<file path="config.mk">
export PLATFORM = sky130hd
export DESIGN_NAME = windowed_average_with_jump_reset
export DESIGN_NICKNAME = d
export VERILOG_FILES = /design/src/rtl/wavg_pkg.sv /design/src/rtl/wavg_ring.sv /design/src/rtl/wavg_div.sv /design/src/rtl/windowed_average_with_jump_reset.sv
export SDC_FILE = /design/constraint.sdc
export NUM_CORES = 1
export LEC_CHECK = 0
export BUFFER_PORTS_ARGS = -buffer_cell sky130_fd_sc_hd__buf_2
export CAP_MARGIN = 20
export CELL_PAD_IN_SITES_DETAIL_PLACEMENT = 0
export CELL_PAD_IN_SITES_GLOBAL_PLACEMENT = 2
export CORE_UTILIZATION = 45
export CTS_CLUSTER_SIZE = 12
export DETAILED_ROUTE_END_ITERATION = 7
export GPL_ROUTABILITY_DRIVEN = 0
export MAX_ROUTING_LAYER = met4
export PLACE_DENSITY_LB_ADDON = 0.1
export SYNTH_ARGS = -nofsm -noshare
export SYNTH_HDL_FRONTEND = slang
export SYNTH_SLANG_ARGS = --single-unit
</file>
<file path="constraint.sdc">
create_clock -name aclk -period 22.7 [get_ports aclk]
set_clock_uncertainty 0.2 [all_clocks]
set_input_delay 2.27 -clock aclk [delete_from_list [all_inputs] [get_ports aclk]]
set_output_delay 2.27 -clock aclk [all_outputs]
set_load 0.05 [all_outputs]
</file>
<file path="src/rtl/wavg_pkg.sv">
// Shared types, sizes and register map of the windowed average block.
package wavg_pkg;

    // Window depth and derived widths
    localparam int WINDOW     = 8;
    localparam int IDX_W      = $clog2(WINDOW);
    localparam int CNT_W      = $clog2(WINDOW + 1);

    // Field ranges
    localparam int ANGLE_W    = 15;
    localparam int WIND_W     = 13;
    localparam int BOAT_W     = 13;
    localparam int USED_W     = 4;
    localparam int ANGLE_TOP  = 18000;
    localparam int WIND_MAX   = 7000;
    localparam int BOAT_MAX   = 5000;

    // Sum and divider widths; the angle sum is the widest
    localparam int SUM_W      = $clog2(ANGLE_TOP * WINDOW + 1);
    localparam int DIV_CNT_W  = $clog2(SUM_W + 1);

    // Configuration port
    localparam int CFG_ADDR_W = 2;
    localparam int CFG_DATA_W = 32;
    localparam logic [CFG_ADDR_W-1:0] ADDR_ANGLE_BREAK = CFG_ADDR_W'(0);
    localparam logic [ANGLE_W-1:0]    ANGLE_BREAK_RST  = ANGLE_W'(1500);

    // Channel select codes for the shared divider
    typedef enum logic [1:0] {
        CH_ANGLE = 2'd0,
        CH_WIND  = 2'd1,
        CH_BOAT  = 2'd2
    } chan_t;

    // Input beat
    typedef struct packed {
        logic [ANGLE_W-1:0] wind_angle;
        logic [WIND_W-1:0]  wind_speed;
        logic [BOAT_W-1:0]  boat_speed;
    } sample_t;

    // Result beat
    typedef struct packed {
        logic [ANGLE_W-1:0] mean_angle;
        logic [WIND_W-1:0]  mean_wind_speed;
        logic [BOAT_W-1:0]  mean_boat_speed;
        logic [USED_W-1:0]  samples_used;
    } result_t;

    // Divider status toward the sequencer
    typedef struct packed {
        logic busy;
        logic done;
    } div_stat_t;

endpackage

</file>
<file path="src/rtl/wavg_ring.sv">
// Sample ring memory: one write port and one registered read port.
module wavg_ring
    import wavg_pkg::*;
(
    input  logic             aclk,
    input  logic             wr_en,
    input  logic [IDX_W-1:0] wr_addr,
    input  sample_t          wr_data,
    input  logic             rd_en,
    input  logic [IDX_W-1:0] rd_addr,
    output sample_t          rd_data
);

    sample_t mem [WINDOW];
    sample_t rd_data_reg;

    // Store the incoming sample
    always_ff @(posedge aclk) begin
        if (wr_en) begin
            mem[wr_addr] <= wr_data;
        end
    end

    // Register the read word
    always_ff @(posedge aclk) begin
        if (rd_en) begin
            rd_data_reg <= mem[rd_addr];
        end
    end

    assign rd_data = rd_data_reg;

endmodule

</file>
<file path="src/rtl/wavg_div.sv">
// Shared restoring divider: one quotient bit per cycle, window count divisor.
module wavg_div
    import wavg_pkg::*;
(
    input  logic             aclk,
    input  logic             aresetn,
    input  logic             start,
    input  logic [SUM_W-1:0] dividend,
    input  logic [CNT_W-1:0] divisor,
    output logic [SUM_W-1:0] quotient,
    output div_stat_t        stat
);

    logic                 busy_reg;
    logic                 done_reg;
    logic [DIV_CNT_W-1:0] cnt_reg;
    logic [SUM_W-1:0]     quo_reg;
    logic [CNT_W-1:0]     rem_reg;
    logic [CNT_W-1:0]     dsr_reg;

    logic [CNT_W:0]       rem_sh;
    logic                 fits;
    logic [CNT_W:0]       rem_sub;
    logic [CNT_W-1:0]     rem_next;
    logic [SUM_W-1:0]     quo_next;

    // Shift one dividend bit into the remainder and try the subtract
    always_comb begin
        rem_sh   = {rem_reg, quo_reg[SUM_W-1]};
        fits     = (rem_sh >= {1'b0, dsr_reg});
        rem_sub  = rem_sh - {1'b0, dsr_reg};
        rem_next = fits ? rem_sub[CNT_W-1:0] : rem_sh[CNT_W-1:0];
        quo_next = {quo_reg[SUM_W-2:0], fits};
    end

    // Control: load on start, count down one step per cycle
    always_ff @(posedge aclk) begin
        if (!aresetn) begin
            busy_reg <= 1'b0;
            done_reg <= 1'b0;
            cnt_reg  <= '0;
        end else begin
            done_reg <= 1'b0;
            if (start && !busy_reg) begin
                busy_reg <= 1'b1;
                cnt_reg  <= DIV_CNT_W'(SUM_W);
            end else if (busy_reg) begin
                cnt_reg <= cnt_reg - DIV_CNT_W'(1);
                if (cnt_reg == DIV_CNT_W'(1)) begin
                    busy_reg <= 1'b0;
                    done_reg <= 1'b1;
                end
            end
        end
    end

    // Datapath
    always_ff @(posedge aclk) begin
        if (start && !busy_reg) begin
            quo_reg <= dividend;
            rem_reg <= '0;
            dsr_reg <= divisor;
        end else if (busy_reg) begin
            quo_reg <= quo_next;
            rem_reg <= rem_next;
        end
    end

    assign quotient  = quo_reg;
    assign stat.busy = busy_reg;
    assign stat.done = done_reg;

endmodule

</file>
<file path="src/rtl/windowed_average_with_jump_reset.sv">
// Each input beat yields one result beat; s_ready is high only in the idle state, so the next
// input beat is taken only after the previous result has been loaded into the output register.
// Rate is set by the summing walk over the ring memory read port (one entry a cycle)
// and by the shared bit-serial divider, used once per channel.
// Synchronous active-low reset empties the window, clears the previous angle and
// sets angle_break to 1500; the ring memory contents are not cleared.
module windowed_average_with_jump_reset
    import wavg_pkg::*;
(
    input  logic                  aclk,
    input  logic                  aresetn,
    // input channel
    input  logic                  s_valid,
    output logic                  s_ready,
    input  sample_t               s_data,
    // result channel
    output logic                  m_valid,
    input  logic                  m_ready,
    output result_t               m_data,
    // configuration port
    input  logic                  psel,
    input  logic                  penable,
    input  logic                  pwrite,
    input  logic [CFG_ADDR_W-1:0] paddr,
    input  logic [CFG_DATA_W-1:0] pwdata,
    output logic [CFG_DATA_W-1:0] prdata,
    output logic                  pready
);

    typedef enum logic [3:0] {
        S_IDLE = 4'b0001,
        S_SUM  = 4'b0010,
        S_DIV  = 4'b0100,
        S_OUT  = 4'b1000
    } state_t;

    state_t             state_reg, state_next;

    logic [ANGLE_W-1:0] angle_break_reg;
    logic [CNT_W-1:0]   fill_reg;
    logic [IDX_W-1:0]   widx_reg;
    logic [ANGLE_W-1:0] prev_angle_reg;
    logic               have_prev_reg;

    logic [CNT_W-1:0]   rcnt_reg;
    logic               pend_reg;
    logic [SUM_W-1:0]   sum_angle_reg;
    logic [SUM_W-1:0]   sum_wind_reg;
    logic [SUM_W-1:0]   sum_boat_reg;

    chan_t              chan_reg;
    logic               launch_reg;
    logic [ANGLE_W-1:0] mean_angle_reg;
    logic [WIND_W-1:0]  mean_wind_reg;
    logic [BOAT_W-1:0]  mean_boat_reg;

    logic               m_valid_reg;
    result_t            m_data_reg;

    logic               in_fire;
    logic               cfg_wr;
    sample_t            clamped;
    logic [ANGLE_W-1:0] angle_diff;
    logic               jump;
    logic [IDX_W-1:0]   wr_idx;
    logic               rd_en;
    sample_t            rd_data;
    logic               sum_done;
    logic [SUM_W-1:0]   div_dividend;
    logic [SUM_W-1:0]   div_quotient;
    div_stat_t          div_stat;
    logic               out_load;

    assign in_fire = s_valid && s_ready;
    assign s_ready = (state_reg == S_IDLE);

    // Configuration register write and read-back
    assign cfg_wr = psel && penable && pwrite && pready;
    assign pready = 1'b1;

    always_ff @(posedge aclk) begin
        if (!aresetn) begin
            angle_break_reg <= ANGLE_BREAK_RST;
        end else if (cfg_wr && (paddr == ADDR_ANGLE_BREAK)) begin
            angle_break_reg <= pwdata[ANGLE_W-1:0];
        end
    end

    always_comb begin
        prdata = '0;
        if (paddr == ADDR_ANGLE_BREAK) begin
            prdata = CFG_DATA_W'(angle_break_reg);
        end
    end

    // Saturate the incoming fields
    always_comb begin
        clamped.wind_angle = (s_data.wind_angle > ANGLE_W'(ANGLE_TOP)) ?
                             ANGLE_W'(ANGLE_TOP) : s_data.wind_angle;
        clamped.wind_speed = (s_data.wind_speed > WIND_W'(WIND_MAX)) ?
                             WIND_W'(WIND_MAX) : s_data.wind_speed;
        clamped.boat_speed = (s_data.boat_speed > BOAT_W'(BOAT_MAX)) ?
                             BOAT_W'(BOAT_MAX) : s_data.boat_speed;
    end

    // Angle jump test against the previous sample
    always_comb begin
        angle_diff = (clamped.wind_angle > prev_angle_reg) ?
                     (clamped.wind_angle - prev_angle_reg) :
                     (prev_angle_reg - clamped.wind_angle);
        jump   = have_prev_reg && (angle_diff > angle_break_reg);
        wr_idx = jump ? '0 : widx_reg;
    end

    // Window bookkeeping at each input beat
    always_ff @(posedge aclk) begin
        if (!aresetn) begin
            fill_reg       <= '0;
            widx_reg       <= '0;
            prev_angle_reg <= '0;
            have_prev_reg  <= 1'b0;
        end else if (in_fire) begin
            prev_angle_reg <= clamped.wind_angle;
            have_prev_reg  <= 1'b1;
            widx_reg       <= (wr_idx == IDX_W'(WINDOW - 1)) ? '0 : wr_idx + IDX_W'(1);
            if (jump) begin
                fill_reg <= CNT_W'(1);
            end else if (fill_reg < CNT_W'(WINDOW)) begin
                fill_reg <= fill_reg + CNT_W'(1);
            end
        end
    end

    wavg_ring u_ring (
        .aclk    (aclk),
        .wr_en   (in_fire),
        .wr_addr (wr_idx),
        .wr_data (clamped),
        .rd_en   (rd_en),
        .rd_addr (rcnt_reg[IDX_W-1:0]),
        .rd_data (rd_data)
    );

    // Walk entries 0 to fill-1, one read a cycle
    assign rd_en    = (state_reg == S_SUM) && (rcnt_reg != fill_reg);
    assign sum_done = (state_reg == S_SUM) && (rcnt_reg == fill_reg) && !pend_reg;

    always_ff @(posedge aclk) begin
        if (!aresetn) begin
            rcnt_reg <= '0;
            pend_reg <= 1'b0;
        end else begin
            pend_reg <= rd_en;
            if (in_fire) begin
                rcnt_reg <= '0;
            end else if (rd_en) begin
                rcnt_reg <= rcnt_reg + CNT_W'(1);
            end
        end
    end

    // Accumulate the returned words
    always_ff @(posedge aclk) begin
        if (in_fire) begin
            sum_angle_reg <= '0;
            sum_wind_reg  <= '0;
            sum_boat_reg  <= '0;
        end else if (pend_reg) begin
            sum_angle_reg <= sum_angle_reg + SUM_W'(rd_data.wind_angle);
            sum_wind_reg  <= sum_wind_reg + SUM_W'(rd_data.wind_speed);
            sum_boat_reg  <= sum_boat_reg + SUM_W'(rd_data.boat_speed);
        end
    end

    // Feed one channel sum at a time to the divider
    always_comb begin
        case (chan_reg)
            CH_ANGLE: div_dividend = sum_angle_reg;
            CH_WIND:  div_dividend = sum_wind_reg;
            CH_BOAT:  div_dividend = sum_boat_reg;
            default:  div_dividend = sum_boat_reg;
        endcase
    end

    wavg_div u_div (
        .aclk     (aclk),
        .aresetn  (aresetn),
        .start    (launch_reg),
        .dividend (div_dividend),
        .divisor  (fill_reg),
        .quotient (div_quotient),
        .stat     (div_stat)
    );

    // Launch each division and collect its quotient
    always_ff @(posedge aclk) begin
        if (!aresetn) begin
            chan_reg   <= CH_ANGLE;
            launch_reg <= 1'b0;
        end else begin
            launch_reg <= 1'b0;
            if (sum_done) begin
                chan_reg   <= CH_ANGLE;
                launch_reg <= 1'b1;
            end else if ((state_reg == S_DIV) && div_stat.done) begin
                unique case (chan_reg)
                    CH_ANGLE: begin
                        chan_reg   <= CH_WIND;
                        launch_reg <= 1'b1;
                    end
                    CH_WIND: begin
                        chan_reg   <= CH_BOAT;
                        launch_reg <= 1'b1;
                    end
                    default: begin
                        chan_reg <= CH_ANGLE;
                    end
                endcase
            end
        end
    end

    always_ff @(posedge aclk) begin
        if ((state_reg == S_DIV) && div_stat.done) begin
            case (chan_reg)
                CH_ANGLE: mean_angle_reg <= div_quotient[ANGLE_W-1:0];
                CH_WIND:  mean_wind_reg  <= div_quotient[WIND_W-1:0];
                default:  mean_boat_reg  <= div_quotient[BOAT_W-1:0];
            endcase
        end
    end

    // Sequencer
    always_comb begin
        state_next = state_reg;
        unique case (state_reg)
            S_IDLE: begin
                if (in_fire) begin
                    state_next = S_SUM;
                end
            end
            S_SUM: begin
                if (sum_done) begin
                    state_next = S_DIV;
                end
            end
            S_DIV: begin
                if (div_stat.done && (chan_reg == CH_BOAT)) begin
                    state_next = S_OUT;
                end
            end
            S_OUT: begin
                if (out_load) begin
                    state_next = S_IDLE;
                end
            end
            default: begin
                state_next = S_IDLE;
            end
        endcase
    end

    always_ff @(posedge aclk) begin
        if (!aresetn) begin
            state_reg <= S_IDLE;
        end else begin
            state_reg <= state_next;
        end
    end

    // Output register: load once the previous result beat has left
    assign out_load = (state_reg == S_OUT) && (!m_valid_reg || m_ready);

    always_ff @(posedge aclk) begin
        if (!aresetn) begin
            m_valid_reg <= 1'b0;
        end else if (out_load) begin
            m_valid_reg <= 1'b1;
        end else if (m_ready) begin
            m_valid_reg <= 1'b0;
        end
    end

    always_ff @(posedge aclk) begin
        if (out_load) begin
            m_data_reg.mean_angle      <= mean_angle_reg;
            m_data_reg.mean_wind_speed <= mean_wind_reg;
            m_data_reg.mean_boat_speed <= mean_boat_reg;
            m_data_reg.samples_used    <= USED_W'(fill_reg);
        end
    end

    assign m_valid = m_valid_reg;
    assign m_data  = m_data_reg;

`ifndef SYNTHESIS
    // An input beat always starts the summing walk
    a_fire_to_sum: assert property (@(posedge aclk) disable iff (!aresetn)
        in_fire |=> (state_reg == S_SUM))
        else $error("input beat did not start the summing walk");

    // The window is never empty and never overfull once an item is at work
    a_fill_range: assert property (@(posedge aclk) disable iff (!aresetn)
        (state_reg != S_IDLE) |-> ((fill_reg != '0) && (fill_reg <= CNT_W'(WINDOW))))
        else $error("fill count out of range while working");

    // The divider is launched only while it is free
    a_div_free: assert property (@(posedge aclk) disable iff (!aresetn)
        launch_reg |-> !div_stat.busy)
        else $error("divider launched while busy");

    // A new result beat comes only from the output state
    a_out_from_seq: assert property (@(posedge aclk) disable iff (!aresetn)
        $rose(m_valid_reg) |-> $past(state_reg == S_OUT))
        else $error("result beat raised outside the output state");
`endif

endmodule

</file>
# Word-level counts from Yosys, hierarchy flattened
# Memories as Yosys holds them, arrays and structs flattened. A register that Yosys moved wholly into a read port is not among the register bits.
# Cells that the tools add are included.
dict set report totals {
  register_bits 224
  ramBits 328
  inputBits 82
  out_inout_bits 80
  elab_cells 126
  mem_count 1
}
# memory depth word_bits rd rd_clocked_by_memory_dff write_ports line
set mem_list {}
lappend mem_list {u_ring.mem 8 41 1 1 1 wavg_ring.sv:14} ;# sample_t mem [WINDOW];
dict set report op_classes {
  addsub 10
  order_cmp 7
  n_eq_ne 14
  mux 32
  bitwise 3
  n_reduce_logical 31
}
# operator n
set op_table {}
lappend op_table {{2-to-1 mux 15 bit} 3}
lappend op_table {{adder 18 x 13 -> 18 bit} 2}
lappend op_table {{2-to-1 mux 18 bit} 2}
lappend op_table {{case mux 18 bit (2 select lines)} 1}
lappend op_table {{> comparator 15 bit} 2}
lappend op_table {{subtractor 15 bit} 2}
lappend op_table {{2-to-1 mux 4 bit} 7}
lappend op_table {{> comparator 13 bit (second input constant)} 2}
lappend op_table {{2-to-1 mux 13 bit} 2}
lappend op_table {{adder 18 x 15 -> 18 bit} 1}
lappend op_table {{case mux 4 bit (4 select lines)} 1}
lappend op_table {{> comparator 15 bit (second input constant)} 1}
lappend op_table {{logical AND 1 bit} 12}
lappend op_table {{2-to-1 mux 1 bit} 11}
lappend op_table {{2-to-1 mux 5 bit} 2}
lappend op_table {{adder 4 x 1 -> 4 bit (second input constant)} 2}
lappend op_table {{AND reduction 2 bit} 4}
lappend op_table {{OR reduction 2 bit} 4}
lappend op_table {{2-to-1 mux 3 bit} 2}
lappend op_table {{nonzero test 2 bit} 3}
lappend op_table {{== test 5 x 1 -> 1 bit (second input constant)} 1}
lappend op_table {{greater-or-equal comparator 5 x 4 -> 1 bit} 1}
lappend op_table {{subtractor 5 x 1 -> 5 bit (second input constant)} 1}
lappend op_table {{== test 4 x 1 -> 1 bit (second input constant)} 1}
lappend op_table {{other kinds (20)} 27}

# Longest topological paths before layout
dict set report depth {
  depth_word 9
  ltp_mapped 27
  depth_no_buf 23
}

# Cells and area by module
# A second synthesis with hierarchy kept.
dict set report hier_totals {
  hier_cells 1879
  area_unflattened_um2 26800.7
}
# mod instances cells_per_inst area_each_um2 seq_area_each_um2
set modules_own_cells {}
lappend modules_own_cells {wavg_ring 1 528 13903.3 11080.6}
lappend modules_own_cells {windowed_average_with_jump_reset 1 1235 11367.2 4684.5}
lappend modules_own_cells {wavg_div 1 116 1530.2 880.8}

# Least setup slack after synthesis
# No wires, ideal clock.
dict set report synth_timing {
  kind {input to register}
  start {input s_data[26] (netlist name)}
  end {memory u_ring.mem[2][0] (netlist name), enable pin}
  setup_time_ps 490
  arrival_time_ps 9603
  required_ps 22010
  setup_slack_ps 12407
  stages 25
  path_buffers 2
  cell_sequence {o41a_1 o21ai_0 a21oi_1 o41ai_2 buf_2 nand2_1 inv_1 ha_1 inv_1 fa_1 a21o_1 a221o_1 a21o_1 a21oi_1 mux2i_2 xor2_1 ha_1 a21o_1 a21o_1 a211oi_1 o21ai_0 o211ai_1 buf_2 nand2_1 nor3_1}
}
# item line
set synth_lines {}
lappend synth_lines {{from (decl)} windowed_average_with_jump_reset.sv:15} ;# input sample_t s_data,
lappend synth_lines {{to (decl)} wavg_ring.sv:14}

==> impl_metrics.ini <==
[floorplan]
core_area_mm2 = 0.05770
die-area_mm2 = 0.05942
start_util = 0.4558
die_w_um = 243.8
io_pins = 162
row_count = 88
chipHeight_um = 243.8

[status]
run_status = finished clean

[worst_setup_path]
arrival_ps = 10070
crit_type = input port to flop
end_kind = flop
rr_worst_depth = 18
crit_fanout = 41
cp_data_required_time_ps = 22730
startpoint = s_data[26]
reg2reg_from = prev_angle_reg[6]
crit_path_start_kind = input port
regToRegSetupSlack_ps = 16060
endpoint = u_ring.mem[6][0]
r2r-end = u_ring.mem[6][0]

[job]
maxCapViolCount = 0

[route]
drt_iter0_markers = 740
antenna_left = 0
via_per_inst = 5.393
drtPass1Iterations = 5
routed_wl_um = 56210
wl_per_cell_um = 19.92
drc_errors = 0
vias = 15220

[cts]
cts_tree = done
clk-insertion-delay-late_ps = 620
cts_made_buffers = 61
cts.clk_slew.worst_paths_ps = 60
cts_resized = 0
post_cts_buffers = 0
holdBufCountCts = 0
cts.sinks = 593
clock_path_buffers = 3
cts_root_buf = clkbuf_16
cts_max_level = 2

[final_layout]
drive_gt1_frac = 0.1896
largest_reg_flops = 328
synthToLayoutAreaGrowth_pct = 12.85
nets = 2189
final_area_mm2 = 0.02968
final_cells = 2822
fillCellCount = 4956
insertedDiodeCount = 0

[placement]
placed_area_mm2 = 0.02768
dpl.cell_count = 2706
hpwl_um = 35090
portBuffers = 126

[yosys]
synthTopCellsByCount = edfxtp_1, nand2_1, nor2_1, dfxtp_1, ha_1
seq_area_frac_synth = 0.6329
synthesis.area_mm2 = 0.02630
synth_top_area_share = 0.5446
syn_inst = 1883
synthTopCellsByArea = edfxtp_1, dfxtp_1, mux4_2, ha_1, mux2_2
synth_edf_count = 477
yosysWarnings = 0
yosysTopAreaCell = edfxtp_1
dominantRegCellSynth = edfxtp_1
async_reset_ff_frac = 0
yosysMostFrequentCell = edfxtp_1
synth_cell_types = 77
synth_area_per_cell_um2 = 13.97
ys_seq_elements = 593

[timing]
timing.final.crit_share = 0.4421
setup_tns_ps = 0
fmax_mhz = 99.65
worstMarginPinSlew_ps = 1066
whs_ps = 216.8
setup_viol = 0
hold_viol_final = 0
rsz0062_at_grt = no
slew_viol_final = 0
relSlewSlack = 0.2893
fin_crit_ps = 10040

[grt]
gr-total-overflow = 0
grt_pass1_wl_um = 87370
grt_use_total = 0.1968
antenna_found_initial = 0
grt_max_degree = 71
grt_pass1_vias = 15150

[pwr]
power.switching_mw = 0.7102
pwr-share-seq = 0.476
p_leak_nw = 10.54
finalPower_mw = 2.696
clockPowerShare = 0.361
switching_share = 0.2634
ir_drop_mv = 0.06047
p_int_mw = 1.986
combPwrFrac = 0.163
powerDensity_mw_per_mm2 = 90.84

[min_path]
hold_class = flop to flop
==> worst min-delay path by stage <==
stage,from,to,slack [ps],cells past startpoint
final,mean_angle_reg[9],m_data[39],220,0
after global routing,mean_wind_reg[5],m_data[22],220,0
after CTS,mean_wind_reg[5],m_data[22],220,0
after detailed placement,mean_boat_reg[6],m_data[10],200,0
after global placement,mean_angle_reg[2],m_data[32],210,0
after floorplan,mean_boat_reg[6],m_data[10],200,0
==> final cells by class <==
| cell class | count | area, µm² | share of cell area |
|---|---|---|---|
| repair buffers | 149 | 835.8 | 0.02816 |
| clock buffers | 96 | 1719 | 0.05792 |
| clock inverters | 18 | 230.2 | 0.007757 |
| well taps | 765 | 957.2 | 0.03225 |
| inverters | 88 | 330.3 | 0.01113 |
| multi-input cells | 1113 | 8949 | 0.3015 |
| flip-flops and latches | 593 | 16660 | 0.5613 |
==> power by group through the flow <==
| stage | Combinational, mW | Sequential, mW | Clock (mW) |
|---|---|---|---|
| 6_report | 0.440 | 1.28 | 0.974 |
| 5_1_grt | 0.488 | 1.29 | 1.04 |
| 4_1_cts | 0.443 | 1.28 | 1.00 |
| 3_5_place_dp | 0.442 | 1.31 | 0 |
| 3_3_place_gp | 0.439 | 1.30 | 0 |
| 2_1_floorplan | 0.310 | 1.31 | 0 |
==> worst max-delay path, stage by stage <==
cell	delay (ps)
buf_2	100
o41a_1	430
o21ai_0	220
a21oi_1	130
o41ai_2	770
and2b_1	300
inv_1	160
ha_1	510
nand4_2	230
a211oi_2	310
o31ai_2	150
a31oi_4	630
a211oi_1	100
a21oi_1	200
xor2_1	440
ha_1	340
a21o_1	160
a21oi_1	150
nor2b_1	60
o31a_1	230
o211ai_1	810
nand3_1	470
nor2_4	200
buf_4	590
==> kinds of logic (layout without fill, tap and decap cells) <==
group,after synthesis,count (layout),synth area share
AOI/OAI and AO/OA,323,323,0.08045
xor gates and xnor gates,45,45,0.01499
adders and majority gates,101,101,0.04976
buffers and inverters,193,351,0.03206
DFF,593,593,0.6329
muxes,168,168,0.1051
other,2,18,0.0002855
and+or+nand+nor,458,458,0.08440
==> stage by stage <==
stage	utilization	worst slack [ps]
CTS	0.5136	12630
floorplan	-	12410
detailed placement	0.4798	12000
global placement	0.4797	12120
finish	0.5144	12660
global route	0.5144	12030
==> layer usage <==
| layer | track usage | part of all wire | up-vias |
|---|---|---|---|
| met1 | 0.2735 | 0.47 | 7551 |
| met4 | 0.04467 | 0.016 | 0 |
| li1 | - | - | 7347 |
| met2 | 0.3094 | 0.47 | 264 |
| met3 | 0.02534 | 0.035 | 56 |
| met5 | - | 0 | - |
==> placed cells by master, fill, tap and decap left out, types with 16 or more instances in the layout <==
cell type and count:
nand3_1 24, dfxtp_1 112, xor2_1 16, nand4_1 18
a211oi_1 16, a21o_1 29, buf_2 126, mux2_2 43
buf_4 21, mux2i_1 42, clkbuf_1 30, and2_1 27
edfxtp_1 477, ha_1 95, o211ai_1 17, nand2b_1 22
o21ai_0 70, nand2_1 123, inv_1 88, conb_1 18
a21oi_1 83, nor3_1 50, xnor2_1 29, nor2_1 114
mux4_2 82, clkbuf_16 62
(Power assumes the default switching activity.)
